<file path="config.mk">
export PLATFORM = sky130hd
export DESIGN_NAME = circle_span_and_point_rasterizer_flat
export DESIGN_NICKNAME = d
export VERILOG_FILES = /design/src/rtl/cspr_pkg.sv /design/src/rtl/cspr_if.sv /design/src/rtl/circle_span_and_point_rasterizer.sv /design/src/rtl/cspr_front.sv /design/src/rtl/cspr_back.sv /design/src/flat_wrapper.sv
export SDC_FILE = /design/constraint.sdc
export NUM_CORES = 1
export LEC_CHECK = 0
export BUFFER_PORTS_ARGS = -buffer_cell sky130_fd_sc_hd__buf_2
export CORE_UTILIZATION = 50
export CTS_BUF_LIST = sky130_fd_sc_hd__clkbuf_8
export DETAILED_ROUTE_END_ITERATION = 12
export PLACE_DENSITY = 0.65
export SLEW_MARGIN = 10
export SYNTH_ARGS = -nofsm -noshare
export SYNTH_HDL_FRONTEND = slang
export SYNTH_HIERARCHICAL = 1
export SYNTH_SLANG_ARGS = --single-unit
export TNS_END_PERCENT = 50
</file>
<file path="constraint.sdc">
create_clock -name clk -period 11.2 [get_ports clk]
set_input_delay 0 -clock clk [delete_from_list [all_inputs] [get_ports clk]]
set_output_delay 0 -clock clk [all_outputs]
set_load 0.02 [all_outputs]
</file>
<file path="src/rtl/cspr_pkg.sv">
// Package for the circle span and point rasterizer.
// Holds the shared width and queue depth, the command code and the span order tables.
// No dependencies.
`default_nettype none

package cspr_pkg;

  // Default coordinate width of the centre fields
  localparam int CSPR_COORD_BITS = 16;

  // Depth of the command queue between front and back end
  localparam int CSPR_QUEUE_DEPTH = 2;

  // Command kinds as carried through the queue
  typedef enum logic {
    OP_START = 1'b0,
    OP_NEXT  = 1'b1
  } op_t;

  // Outline order: eight points per step, bit k belongs to point k.
  // SEL picks offset b when set, offset a when clear; NEG subtracts.
  localparam logic [7:0] PT_COL_SEL = 8'b1010_1010;
  localparam logic [7:0] PT_COL_NEG = 8'b1100_1100;
  localparam logic [7:0] PT_ROW_SEL = 8'b0101_0101;
  localparam logic [7:0] PT_ROW_NEG = 8'b1111_0000;
  localparam logic [2:0] PT_LAST    = 3'd7;

  // Fill order: four spans per step, bit k belongs to span k
  localparam logic [3:0] SP_W_SEL   = 4'b1001;
  localparam logic [3:0] SP_ROW_SEL = 4'b0110;
  localparam logic [3:0] SP_ROW_NEG = 4'b1100;
  localparam logic [1:0] SP_LAST    = 2'd3;

endpackage

`default_nettype wire

</file>
<file path="src/rtl/cspr_if.sv">
// Channel interfaces of the circle span and point rasterizer.
// Input item channel and span result channel; depends on cspr_pkg.
`default_nettype none

interface cspr_in_if
  import cspr_pkg::*;
#(
  parameter int COORD_BITS = CSPR_COORD_BITS
) ();
  logic                         valid;
  logic                         ready;
  logic                         kind;
  logic signed [COORD_BITS-1:0] center_x;
  logic signed [COORD_BITS-1:0] center_y;
  logic        [COORD_BITS-2:0] circle_radius;
  logic                         filled;

  modport source (
    output valid, kind, center_x, center_y, circle_radius, filled,
    input  ready
  );
  modport sink (
    input  valid, kind, center_x, center_y, circle_radius, filled,
    output ready
  );
endinterface

interface cspr_out_if
  import cspr_pkg::*;
#(
  parameter int COORD_BITS = CSPR_COORD_BITS
) ();
  logic                       valid;
  logic                       ready;
  logic signed [COORD_BITS:0] x_left;
  logic signed [COORD_BITS:0] x_right;
  logic signed [COORD_BITS:0] span_row;
  logic                       valid_res;
  logic                       last;

  modport source (
    output valid, x_left, x_right, span_row, valid_res, last,
    input  ready
  );
  modport sink (
    input  valid, x_left, x_right, span_row, valid_res, last,
    output ready
  );
endinterface

`default_nettype wire

</file>
<file path="src/rtl/circle_span_and_point_rasterizer.sv">
// Top level of the circle span and point rasterizer.
// Joins the queueing front end and the span back end; depends on cspr_pkg,
// cspr_if, cspr_front and cspr_back.
//
// Usage: send a start beat (kind 0) with centre, radius and fill flag, then
// one next beat (kind 1) per wanted span. Each next beat gives exactly one
// span beat; start beats give none. Outline circles yield eight one-pixel
// spans per step, filled discs four horizontal spans per step, and the beat
// that ends the circle carries last. A next beat with no circle in progress
// returns a beat with valid_res low and zero fields. Throughput is one beat
// per clock in both directions while the output is not stalled: the back end
// forms a whole step output, decision update included, combinationally. An
// accepted next beat passes through the two-entry command queue and then the
// output register to its span, and waits longer while the output stalls.
`default_nettype none

module circle_span_and_point_rasterizer
  import cspr_pkg::*;
#(
  parameter int COORD_BITS = CSPR_COORD_BITS
) (
  input  wire logic clk,
  input  wire logic rst,
  cspr_in_if.sink   item,
  cspr_out_if.source span
);

  logic                         cmd_valid;
  logic                         cmd_ready;
  op_t                          cmd_op;
  logic signed [COORD_BITS-1:0] cmd_cx;
  logic signed [COORD_BITS-1:0] cmd_cy;
  logic        [COORD_BITS-2:0] cmd_rad;
  logic                         cmd_fill;

  // Accept and queue commands
  cspr_front #(
    .COORD_BITS (COORD_BITS),
    .QUEUE_DEPTH(CSPR_QUEUE_DEPTH)
  ) u_front (
    .clk      (clk),
    .rst      (rst),
    .item     (item),
    .cmd_valid(cmd_valid),
    .cmd_ready(cmd_ready),
    .cmd_op   (cmd_op),
    .cmd_cx   (cmd_cx),
    .cmd_cy   (cmd_cy),
    .cmd_rad  (cmd_rad),
    .cmd_fill (cmd_fill)
  );

  // Generate spans
  cspr_back #(
    .COORD_BITS(COORD_BITS)
  ) u_back (
    .clk      (clk),
    .rst      (rst),
    .cmd_valid(cmd_valid),
    .cmd_ready(cmd_ready),
    .cmd_op   (cmd_op),
    .cmd_cx   (cmd_cx),
    .cmd_cy   (cmd_cy),
    .cmd_rad  (cmd_rad),
    .cmd_fill (cmd_fill),
    .span     (span)
  );

endmodule

`default_nettype wire

</file>
<file path="src/rtl/cspr_front.sv">
// Front end: accepts input beats, tags them as start or next commands
// and queues them for the back end. Depends on cspr_pkg and cspr_if.
`default_nettype none

module cspr_front
  import cspr_pkg::*;
#(
  parameter int COORD_BITS  = CSPR_COORD_BITS,
  parameter int QUEUE_DEPTH = CSPR_QUEUE_DEPTH
) (
  input  wire logic                         clk,
  input  wire logic                         rst,
  cspr_in_if.sink                           item,
  output      logic                         cmd_valid,
  input  wire logic                         cmd_ready,
  output      op_t                          cmd_op,
  output      logic signed [COORD_BITS-1:0] cmd_cx,
  output      logic signed [COORD_BITS-1:0] cmd_cy,
  output      logic        [COORD_BITS-2:0] cmd_rad,
  output      logic                         cmd_fill
);

  localparam int PTR_BITS = (QUEUE_DEPTH > 1) ? $clog2(QUEUE_DEPTH) : 1;
  localparam int CNT_BITS = $clog2(QUEUE_DEPTH + 1);
  localparam logic [PTR_BITS-1:0] PTR_END = PTR_BITS'(QUEUE_DEPTH - 1);
  localparam logic [CNT_BITS-1:0] CNT_FULL = CNT_BITS'(QUEUE_DEPTH);

  // Queue storage, payload only
  op_t                         q_op   [QUEUE_DEPTH];
  logic signed [COORD_BITS-1:0] q_cx  [QUEUE_DEPTH];
  logic signed [COORD_BITS-1:0] q_cy  [QUEUE_DEPTH];
  logic        [COORD_BITS-2:0] q_rad [QUEUE_DEPTH];
  logic                         q_fill[QUEUE_DEPTH];

  logic [PTR_BITS-1:0] wr_ptr;
  logic [PTR_BITS-1:0] rd_ptr;
  logic [CNT_BITS-1:0] count;
  logic                push;
  logic                pop;
  op_t                 in_op;

  // Classify the incoming beat
  assign in_op = item.kind ? OP_NEXT : OP_START;

  assign item.ready = (count != CNT_FULL);
  assign push       = item.valid && item.ready;
  assign cmd_valid  = (count != '0);
  assign pop        = cmd_valid && cmd_ready;

  // Write the tail entry
  always_ff @(posedge clk) begin
    if (push) begin
      q_op[wr_ptr]   <= in_op;
      q_cx[wr_ptr]   <= item.center_x;
      q_cy[wr_ptr]   <= item.center_y;
      q_rad[wr_ptr]  <= item.circle_radius;
      q_fill[wr_ptr] <= item.filled;
    end
  end

  // Advance pointers and occupancy
  always_ff @(posedge clk) begin
    if (rst) begin
      wr_ptr <= '0;
      rd_ptr <= '0;
      count  <= '0;
    end else begin
      if (push) begin
        wr_ptr <= (wr_ptr == PTR_END) ? '0 : wr_ptr + 1'b1;
      end
      if (pop) begin
        rd_ptr <= (rd_ptr == PTR_END) ? '0 : rd_ptr + 1'b1;
      end
      if (push && !pop) begin
        count <= count + 1'b1;
      end else if (pop && !push) begin
        count <= count - 1'b1;
      end
    end
  end

  // Present the head entry
  assign cmd_op   = q_op[rd_ptr];
  assign cmd_cx   = q_cx[rd_ptr];
  assign cmd_cy   = q_cy[rd_ptr];
  assign cmd_rad  = q_rad[rd_ptr];
  assign cmd_fill = q_fill[rd_ptr];

endmodule

`default_nettype wire

</file>
<file path="src/rtl/cspr_back.sv">
// Back end: holds the circle state, runs the midpoint-style decision
// step and registers one span per next command. Depends on cspr_pkg, cspr_if.
`default_nettype none

module cspr_back
  import cspr_pkg::*;
#(
  parameter int COORD_BITS = CSPR_COORD_BITS
) (
  input  wire logic                         clk,
  input  wire logic                         rst,
  input  wire logic                         cmd_valid,
  output      logic                         cmd_ready,
  input  wire op_t                          cmd_op,
  input  wire logic signed [COORD_BITS-1:0] cmd_cx,
  input  wire logic signed [COORD_BITS-1:0] cmd_cy,
  input  wire logic        [COORD_BITS-2:0] cmd_rad,
  input  wire logic                         cmd_fill,
  cspr_out_if.source                        span
);

  localparam int RAD_BITS = COORD_BITS - 1;
  localparam int OUT_BITS = COORD_BITS + 1;
  localparam int DEC_BITS = COORD_BITS + 2;

  // Circle state
  logic signed [COORD_BITS-1:0] centre_col;
  logic signed [COORD_BITS-1:0] centre_row;
  logic        [RAD_BITS-1:0]   radius_held;
  logic                         fill_mode;
  logic        [RAD_BITS-1:0]   offset_a;
  logic        [RAD_BITS-1:0]   offset_b;
  logic signed [DEC_BITS-1:0]   decision;
  logic        [2:0]            emit_index;
  logic                         active;

  // Output register
  logic                       out_valid;
  logic signed [OUT_BITS-1:0] out_xl;
  logic signed [OUT_BITS-1:0] out_xr;
  logic signed [OUT_BITS-1:0] out_row;
  logic                       out_res;
  logic                       out_last;

  logic fire;
  logic out_free;
  logic do_next;

  // Step datapath
  logic [1:0]                 kf;
  logic [RAD_BITS-1:0]        col_mag;
  logic [RAD_BITS-1:0]        row_mag;
  logic                       col_neg;
  logic                       row_neg;
  logic signed [OUT_BITS-1:0] cc_ext;
  logic signed [OUT_BITS-1:0] cr_ext;
  logic signed [OUT_BITS-1:0] col_ext;
  logic signed [OUT_BITS-1:0] row_ext;
  logic signed [OUT_BITS-1:0] col_lo;
  logic signed [OUT_BITS-1:0] col_hi;
  logic signed [OUT_BITS-1:0] xl;
  logic signed [OUT_BITS-1:0] xr;
  logic signed [OUT_BITS-1:0] row;
  logic                       step_end;

  // Decision update
  logic signed [DEC_BITS-1:0] two_a;
  logic signed [DEC_BITS-1:0] two_b;
  logic signed [DEC_BITS-1:0] two_rb;
  logic        [RAD_BITS-1:0] r_minus_b;
  logic                       move_a;
  logic                       move_b;
  logic        [RAD_BITS:0]   a_wide;
  logic        [RAD_BITS:0]   b_wide;
  logic signed [DEC_BITS-1:0] decision_next;
  logic        [RAD_BITS-1:0] offset_a_next;
  logic        [RAD_BITS-1:0] offset_b_next;
  logic                       fin;

  // Handshake: a start never waits for the output slot
  assign out_free  = !out_valid || span.ready;
  assign cmd_ready = (cmd_op == OP_START) || out_free;
  assign fire      = cmd_valid && cmd_ready;
  assign do_next   = fire && (cmd_op == OP_NEXT);

  // Pick offsets and signs for the current output of the step
  always_comb begin
    kf = emit_index[1:0];
    if (fill_mode) begin
      col_mag  = SP_W_SEL[kf]   ? offset_b : offset_a;
      row_mag  = SP_ROW_SEL[kf] ? offset_b : offset_a;
      col_neg  = 1'b1;
      row_neg  = SP_ROW_NEG[kf];
      step_end = (kf == SP_LAST);
    end else begin
      col_mag  = PT_COL_SEL[emit_index] ? offset_b : offset_a;
      row_mag  = PT_ROW_SEL[emit_index] ? offset_b : offset_a;
      col_neg  = PT_COL_NEG[emit_index];
      row_neg  = PT_ROW_NEG[emit_index];
      step_end = (emit_index == PT_LAST);
    end
  end

  // Form the span ends and row
  always_comb begin
    cc_ext  = OUT_BITS'(centre_col);
    cr_ext  = OUT_BITS'(centre_row);
    col_ext = $signed({2'b00, col_mag});
    row_ext = $signed({2'b00, row_mag});
    col_lo  = cc_ext - col_ext;
    col_hi  = cc_ext + col_ext;
    xl      = (fill_mode || col_neg) ? col_lo : col_hi;
    xr      = fill_mode ? col_hi : xl;
    row     = row_neg ? (cr_ext - row_ext) : (cr_ext + row_ext);
  end

  // Decision step: diagonal unless one offset alone keeps to the circle
  always_comb begin
    r_minus_b = radius_held - offset_b;
    two_a     = $signed({2'b00, offset_a, 1'b0});
    two_b     = $signed({2'b00, offset_b, 1'b0});
    two_rb    = $signed({2'b00, r_minus_b, 1'b0});
    move_a    = (decision >= two_a);
    move_b    = (decision < two_rb);
    a_wide    = {1'b0, offset_a};
    b_wide    = {1'b0, offset_b};
    offset_a_next = offset_a + 1'b1;
    offset_b_next = offset_b - 1'b1;
    if (move_a) begin
      decision_next = decision - two_a - DEC_BITS'(1);
      offset_b_next = offset_b;
      fin           = (b_wide <= a_wide);
    end else if (move_b) begin
      decision_next = decision + two_b - DEC_BITS'(1);
      offset_a_next = offset_a;
      fin           = (b_wide <= a_wide);
    end else begin
      decision_next = decision + two_b - two_a - DEC_BITS'(2);
      fin           = (b_wide <= (a_wide + 1'b1));
    end
  end

  // Circle state: load on start, advance on each next while active
  always_ff @(posedge clk) begin
    if (rst) begin
      centre_col  <= '0;
      centre_row  <= '0;
      radius_held <= '0;
      fill_mode   <= 1'b0;
      offset_a    <= '0;
      offset_b    <= '0;
      decision    <= '0;
      emit_index  <= '0;
      active      <= 1'b0;
    end else if (fire && (cmd_op == OP_START)) begin
      centre_col  <= cmd_cx;
      centre_row  <= cmd_cy;
      radius_held <= cmd_rad;
      fill_mode   <= cmd_fill;
      offset_a    <= '0;
      offset_b    <= cmd_rad;
      decision    <= $signed({3'b000, cmd_rad}) - DEC_BITS'(1);
      emit_index  <= '0;
      active      <= 1'b1;
    end else if (do_next && active) begin
      if (step_end) begin
        emit_index <= '0;
        offset_a   <= offset_a_next;
        offset_b   <= offset_b_next;
        decision   <= decision_next;
        if (fin) begin
          active <= 1'b0;
        end
      end else begin
        emit_index <= emit_index + 1'b1;
      end
    end
  end

  // Output valid: set on a next, drop once taken
  always_ff @(posedge clk) begin
    if (rst) begin
      out_valid <= 1'b0;
    end else if (do_next) begin
      out_valid <= 1'b1;
    end else if (span.ready) begin
      out_valid <= 1'b0;
    end
  end

  // Output payload; an idle rasterizer gives an empty beat
  always_ff @(posedge clk) begin
    if (do_next) begin
      if (active) begin
        out_xl   <= xl;
        out_xr   <= xr;
        out_row  <= row;
        out_res  <= 1'b1;
        out_last <= step_end && fin;
      end else begin
        out_xl   <= '0;
        out_xr   <= '0;
        out_row  <= '0;
        out_res  <= 1'b0;
        out_last <= 1'b0;
      end
    end
  end

  assign span.valid     = out_valid;
  assign span.x_left    = out_xl;
  assign span.x_right   = out_xr;
  assign span.span_row  = out_row;
  assign span.valid_res = out_res;
  assign span.last      = out_last;

endmodule

`default_nettype wire

</file>
<file path="src/flat_wrapper.sv">
// flat-port wrapper written by rule: the top's interface ports become plain ports
module circle_span_and_point_rasterizer_flat import cspr_pkg::*;
#(
  parameter int COORD_BITS = CSPR_COORD_BITS
)
  (clk, rst, item_valid, item_kind, item_center_x, item_center_y, item_circle_radius, item_filled, item_ready, span_valid, span_x_left, span_x_right, span_span_row, span_valid_res, span_last, span_ready);
  cspr_in_if #(.COORD_BITS(COORD_BITS)) item_i ();
  cspr_out_if #(.COORD_BITS(COORD_BITS)) span_i ();
  input  wire logic clk;
  input  wire logic rst;
  input wire logic [$bits(item_i.valid)-1:0] item_valid;
  input wire logic [$bits(item_i.kind)-1:0] item_kind;
  input wire logic [$bits(item_i.center_x)-1:0] item_center_x;
  input wire logic [$bits(item_i.center_y)-1:0] item_center_y;
  input wire logic [$bits(item_i.circle_radius)-1:0] item_circle_radius;
  input wire logic [$bits(item_i.filled)-1:0] item_filled;
  output wire logic [$bits(item_i.ready)-1:0] item_ready;
  output wire logic [$bits(span_i.valid)-1:0] span_valid;
  output wire logic [$bits(span_i.x_left)-1:0] span_x_left;
  output wire logic [$bits(span_i.x_right)-1:0] span_x_right;
  output wire logic [$bits(span_i.span_row)-1:0] span_span_row;
  output wire logic [$bits(span_i.valid_res)-1:0] span_valid_res;
  output wire logic [$bits(span_i.last)-1:0] span_last;
  input wire logic [$bits(span_i.ready)-1:0] span_ready;
  assign item_i.valid = item_valid;
  assign item_i.kind = item_kind;
  assign item_i.center_x = item_center_x;
  assign item_i.center_y = item_center_y;
  assign item_i.circle_radius = item_circle_radius;
  assign item_i.filled = item_filled;
  assign item_ready = item_i.ready;
  assign span_valid = span_i.valid;
  assign span_x_left = span_i.x_left;
  assign span_x_right = span_i.x_right;
  assign span_span_row = span_i.span_row;
  assign span_valid_res = span_i.valid_res;
  assign span_last = span_i.last;
  assign span_i.ready = span_ready;
  circle_span_and_point_rasterizer #(.COORD_BITS(COORD_BITS)) u_core (.clk(clk), .rst(rst), .item(item_i), .span(span_i));
endmodule
</file>
Yosys cells after proc, flatten, opt, wreduce, memory -nomap -nowiden
Memories as Yosys holds them, arrays and structs flattened. A register that Yosys moved wholly into a read port is not among the register bits.
Index checks and enable logic that the tools add are counted.
Storage, ports and cells
  RAM bits: 98
  output and inout bits: 55
  ROM bits: 32
  memories: 9
  word-level logic and storage cells: 143
  register bits after elaboration: 125
  input port bits: 53
Memory list
  u_core.u_front.q_cx: words 2, width 16, read ports 1, clocked after memory_dff 1, wr ports 1, line cspr_front.sv:30  | logic signed [COORD_BITS-1:0] q_cx [QUEUE_DEPTH];
  u_core.u_front.q_cy: words 2, width 16, read ports 1, clocked after memory_dff 1, wr ports 1, line cspr_front.sv:31  | logic signed [COORD_BITS-1:0] q_cy [QUEUE_DEPTH];
  u_core.u_front.q_rad: words 2, width 15, read ports 1, clocked after memory_dff 1, wr ports 1, line cspr_front.sv:32  | logic [COORD_BITS-2:0] q_rad [QUEUE_DEPTH];
  (name not given): words 8, width 1, read ports 1, clocked after memory_dff 1, wr ports 0, line cspr_back.sv:99  | row_neg = PT_ROW_NEG[emit_index];
  (name not given): words 8, width 1, read ports 1, clocked after memory_dff 1, wr ports 0, line cspr_back.sv:98  | col_neg = PT_COL_NEG[emit_index];
  (name not given): words 8, width 1, read ports 1, clocked after memory_dff 1, wr ports 0, line cspr_back.sv:97  | row_mag = PT_ROW_SEL[emit_index] ? offset_b : offset_a;
  +3 memories
Cells by class
  equality and inequality tests: 5
  $lt $le $gt $ge: 6
  reductions and logical operators: 25
  bitwise logic cells: 1
  add/sub/neg operators: 20
  muxes and demuxes: 62
Operators by type and width (number)
  two-way mux 15 bit: 12
  two-way mux 18 bit: 5
  two-way mux 17 bit: 3
  subtractor 18 x 17 -> 18 bit: 2
  subtractor 18 x 2 -> 18 bit, second input constant: 2
  adder 16 x 16 -> 17 bit: 2
  subtractor 16 x 16 -> 17 bit: 2
  two-way mux 1 bit: 28
  two-way mux 3 bit: 9
  adder 18 x 17 -> 18 bit: 1
  greater-or-equal comparator 18 x 17 -> 1 bit: 1
  < comparator 18 x 17 -> 1 bit: 1
  subtractor 18 x 3 -> 18 bit, second input constant: 1
  adder 15 x 1 -> 16 bit, second input constant: 1
  less-or-equal comparator 15 x 16 -> 1 bit: 1
  subtractor 15 x 1 -> 16 bit, second input constant: 1
  adder 15 x 1 -> 15 bit, second input constant: 1
  less-or-equal comparator 15 bit: 1
  subtractor 15 x 1 -> 15 bit, second input constant: 1
  subtractor 15 bit: 1
  nonzero test 2 bit: 6
  AND reduction 3 bit: 3
  logical AND 1 bit: 8
  binary-select mux 1 bit (select 2 bit): 3
  other kinds (16): 23

Depth between registers and ports, before layout
  word-level depth: 8
  mapped depth: 25
  gate-level depth less buffers: 23

Modules after synthesis
The synthesis kept the hierarchy.
Modules (own cells, without submodules)
  cspr_back: instances 1, cells an instance 1832, area each 14317.5 sq um
  cspr_front: instances 1, cells an instance 176, area each 3751.1 sq um

Worst setup path after synthesis
No wires, ideal clock.
  kind: register to register
  start: register with a tool-made name
  end: register u_core.u_back.offset_b[14]
  library setup time: 86 ps
  period minus slack after synthesis: 4769 ps
  data arrival time: 4683 ps
  data required time: 11114 ps
  cell stages (with the launch flop): 12
  setup slack: 6431 ps
  cells stage by stage: dfxtp_1 buf_2 mux2_2 nand2_1 nor2_1 nand2_1 nor2_1 nand4_1 clkbuf_1 nor3b_1 xnor2_1 a211oi_1
RTL lines
  end signal, assigned: line cspr_back.sv:161  | offset_b <= cmd_rad;
  end signal, assigned: line cspr_back.sv:169  | offset_b <= offset_b_next;
  end, declared: line cspr_back.sv:32  | logic [RAD_BITS-1:0] offset_b;

Worst setup path after layout
  start: register u_core.u_back.offset_b[1]
  end: register u_core.u_back.offset_a[14]
Between the ends
  longest elaborated chain between the ends: 4
RTL lines
  subtractor 15 bit: line cspr_back.sv:119  | r_minus_b = radius_held - offset_b;
  < comparator 18 x 17 -> 1 bit: line cspr_back.sv:124  | move_b = (decision < two_rb);
  inequality test 2 bit (no line)
  AND reduction 3 bit (no line)
  end signal, assigned: line cspr_back.sv:168  | offset_a <= offset_a_next;
  end, declared: line cspr_back.sv:31  | logic [RAD_BITS-1:0] offset_a;
No other way between the ends.
A chain may end at the register's enable or synchronous reset.

==> impl_metrics.tcl <==
set metrics [dict create \
    crit_chain "inv_1, ha_1, nor2b_1, o21ai_0, a21boi_0, o21a_1, o21ai_0, a21oi_1, o31ai_1, nor3_1, a311oi_1, ha_1, o21ai_0, a21oi_1, nor2b_1, a31oi_1, nand2_1, o21ai_0, nor3_1, xnor2_1, nor2_1" \
    worst_hold_path_type "input pin to flop" \
    tns_ps 0 \
    finClkSkew_ps 39.1 \
    antenna_found_initial 1 \
    wl_per_cell_microns 20.7 \
    p_switching_mw 2.99 \
    ys.flop_type "edfxtp_1" \
    reg2reg_depth 21 \
    hold_viol 0 \
    critPathTopFamily "compound AO/OA/AOI/OAI gates" \
    synth_top_area_frac 0.249 \
    slowest_stage "o21ai_0" \
    route.detailed.drc 0 \
    rsz0062_at_grt "false" \
    status "complete, no violations" \
    die_h_microns 192 \
    finalInstanceArea_sq_um 20500 \
    hold_path_end "u_core/u_front/q_rad[1][13]" \
    max_freq_mhz 174 \
    seqPwrFrac 0.225 \
    drtPass1Iterations 5 \
    cts.path.max_buffers 3 \
    ctsHtreeMaxLevel 2 \
    syn_inst 2008 \
    cts_resized 0 \
    p_total_mw 6.20 \
    num-nets-final 2394 \
    worstHoldStart "item_circle_radius[13]" \
    gr-total-overflow 0 \
    synth_warnings 6 \
    critPathMaxFanout 14 \
    synthDistinctLibCells 90 \
    io_pins 108 \
    vias_per_cell 5.89 \
    dr.first_iter.drc_count 1164 \
    portBuffers 107 \
    min_period_over_period 0.513 \
    dp_hpwl_microns 41200 \
    cts_tree "done" \
    critPathMostFrequentCell "o21ai_0" \
    max_stage_delay_ps 910 \
    syn2layout_area_growth_pct 13.3 \
    placement.cell_area_sq_um 19000 \
    dieArea_sq_um 36900 \
    swShare 0.482 \
    place_congestion 1.01 \
    critPathBufInv 1 \
    drive_gt1_frac 0.132 \
    powerDensity_nw_per_um2 303 \
    postRouteAntennaNets 0 \
    synth_area_sq_um 18100 \
    ys_seq_area_frac 0.371 \
    internal_power_mw 3.22 \
    arrival_ps 6190 \
    ys_top_cells_by_area "edfxtp_1 25%, dfxtp_1 12%, ha_1 12%" \
    slew_headroom 0.192 \
    synth_area_per_cell_sq_um 9.00 \
    yosysTopAreaCell "edfxtp_1" \
    grt_pass1_wl_microns 84600 \
    clock_sinks 260 \
    synth_commonest_cells "221 x nand2_1, 192 x a21oi_1, 174 x ha_1" \
    syn_nets 2242 \
    power_leakage_nw 8.21 \
    root_buffer "clkbuf_8" \
    grt_usage 0.302 \
    maxSlewViolCount 0 \
    synth_most_common_cell "nand2_1" \
    row_count 69 \
    die_w_microns 192 \
    max_cap_violations 0 \
    critPathRequiredTime_ps 11640 \
    vdd_ir_drop_max_mv 0.203 \
    setup_viol 0 \
    wl_microns 55100 \
    num_vias 15651 \
    comb_power_share 0.632 \
    fp.coreArea_sq_um 35600 \
    r2r_start "u_core/u_back/offset_b[1]" \
    r2r_setup_slack_ps 5450 \
    hold_path_depth 2 \
    crit_path_end_kind "flop" \
    clk_pin_slew_ps 60 \
    worst_pin_slew_ps 1200 \
    rr_endpoint "u_core/u_back/offset_a[14]" \
    pwr-share-clk 0.143 \
    grt_pass1_vias 15091 \
    ys_ff_latch 260 \
    clk_latency_ps 610 \
    min_period_ps 5750 \
    start_util 0.508 \
    synth_edf_count 150 \
    post_cts_buffers 0 \
    path_class "flop to flop" \
    cts_buffers 45 \
    grt_max_degree 81 \
    synthArstFlopShare 0 \
    critPathLaunchType "flop" \
]
==> power groups by stage <==
stage | registers, mW | logic (mW) | clock network, mW
2_1_floorplan | 1.42 | 2.85 | 0
3_3_place_gp | 1.41 | 3.79 | 0
6_report | 1.40 | 3.92 | 0.889
5_1_grt | 1.41 | 4.31 | 0.951
4_1_cts | 1.39 | 3.87 | 0.907
3_5_place_dp | 1.41 | 3.82 | 0
==> worst max-delay path by stage <==
stage	start	to	slack (ps)	cells past startpoint
after floorplan	flop	u_core/u_back/offset_b[14]	6430	11
after global placement	u_core/u_back/offset_b[2]	u_core/u_back/offset_a[14]	5790	20
after detailed placement	u_core/u_back/offset_b[1]	u_core/u_back/offset_a[14]	5620	21
after CTS	u_core/u_back/offset_b[1]	u_core/u_back/offset_a[14]	5540	21
after global routing	u_core/u_back/offset_b[1]	u_core/u_back/offset_a[14]	4790	21
final	u_core/u_back/offset_b[1]	u_core/u_back/offset_a[14]	5450	21
==> timing repair <==
| item | CTS | global route |
|---|---|---|
| hold buffers | 52 | 0 |
| setup endpoints to repair | 0 | 0 |
| hold endpoints to repair | 108 | 0 |
==> area by class of cell <==
type                    instances  area, sq um
inverters                     144          541
clock buffers                  51          702
well taps                     461          577
clock inverters                33          226
repair buffers                178         1200
diodes                          1         2.50
multi-input cells            1531        10500
fillers                      3199        15100
flip-flops and latches        260         6710
==> worst reg2reg max path: cells and delay by family, from the launching register on <==
family / cells / cell delay (ps)
xor gates and xnor gates: 1 / 180
and+or+nand+nor: 6 / 1030
DFF: 1 / 450
adders and majority gates: 2 / 580
buffers and inverters: 1 / 190
AOI/OAI and AO/OA: 11 / 3170
==> state kept, by name, indices dropped and copies added (netlist names), 17 cells and up, named ones only <==
register,flops
u_core/u_back/decision,18
u_core/u_front/q_cx,32
u_core/u_front/q_cy,32
u_core/u_back/span.x_left,17
u_core/u_back/span.span_row,17
u_core/u_front/q_rad,30
==> layout by cell type, fill, tap and decap left out, types with 23 or more instances in the layout <==
master	instances
buf_2	107
or3_1	25
clkbuf_8	51
nor2_1	165
nand2_1	221
mux2_2	50
inv_1	157
edfxtp_1	150
dlygate4sd3_1	52
a21oi_1	192
xnor2_1	99
nand3_1	43
ha_1	174
a31oi_1	28
a211oi_1	23
dfxtp_1	109
xor2_1	43
a21o_1	31
o21ai_0	95
nor3_1	45
==> metal layers <==
metal / vias to the layer above / part of all wire / routed length, microns / GRT usage
met5: - / 0.00018 / 10 / 0
met4: 2 / 0.039 / 2170 / 0.131
met3: 144 / 0.083 / 4580 / 0.0778
met2: 568 / 0.45 / 25000 / 0.488
met1: 7378 / 0.42 / 23300 / 0.381
li1: 7559 / - / - / -
==> cell families (layout without fill, tap and decap cells) <==
family | after synthesis | after routing | share of synthesized area
compound gates | 525 | 525 | 0.188
mux | 60 | 60 | 0.0367
xor+xnor | 142 | 142 | 0.0688
fa+ha+maj | 181 | 181 | 0.128
other cells | 0 | 1 | 0
simple gates | 623 | 623 | 0.159
buf+inv | 217 | 406 | 0.0483
flops | 260 | 260 | 0.371
==> stage by stage <==
step,std cells,setup slack (ps),hold WS [ps],util
global route,2658,4790,114,0.576
floorplan,2008,6430,69.1,-
global placement,2522,5790,188,0.535
detailed placement,2522,5620,192,0.535
CTS,2658,5540,84.4,0.576
finish,2659,5450,123,0.576
(Power assumes the default switching activity.)
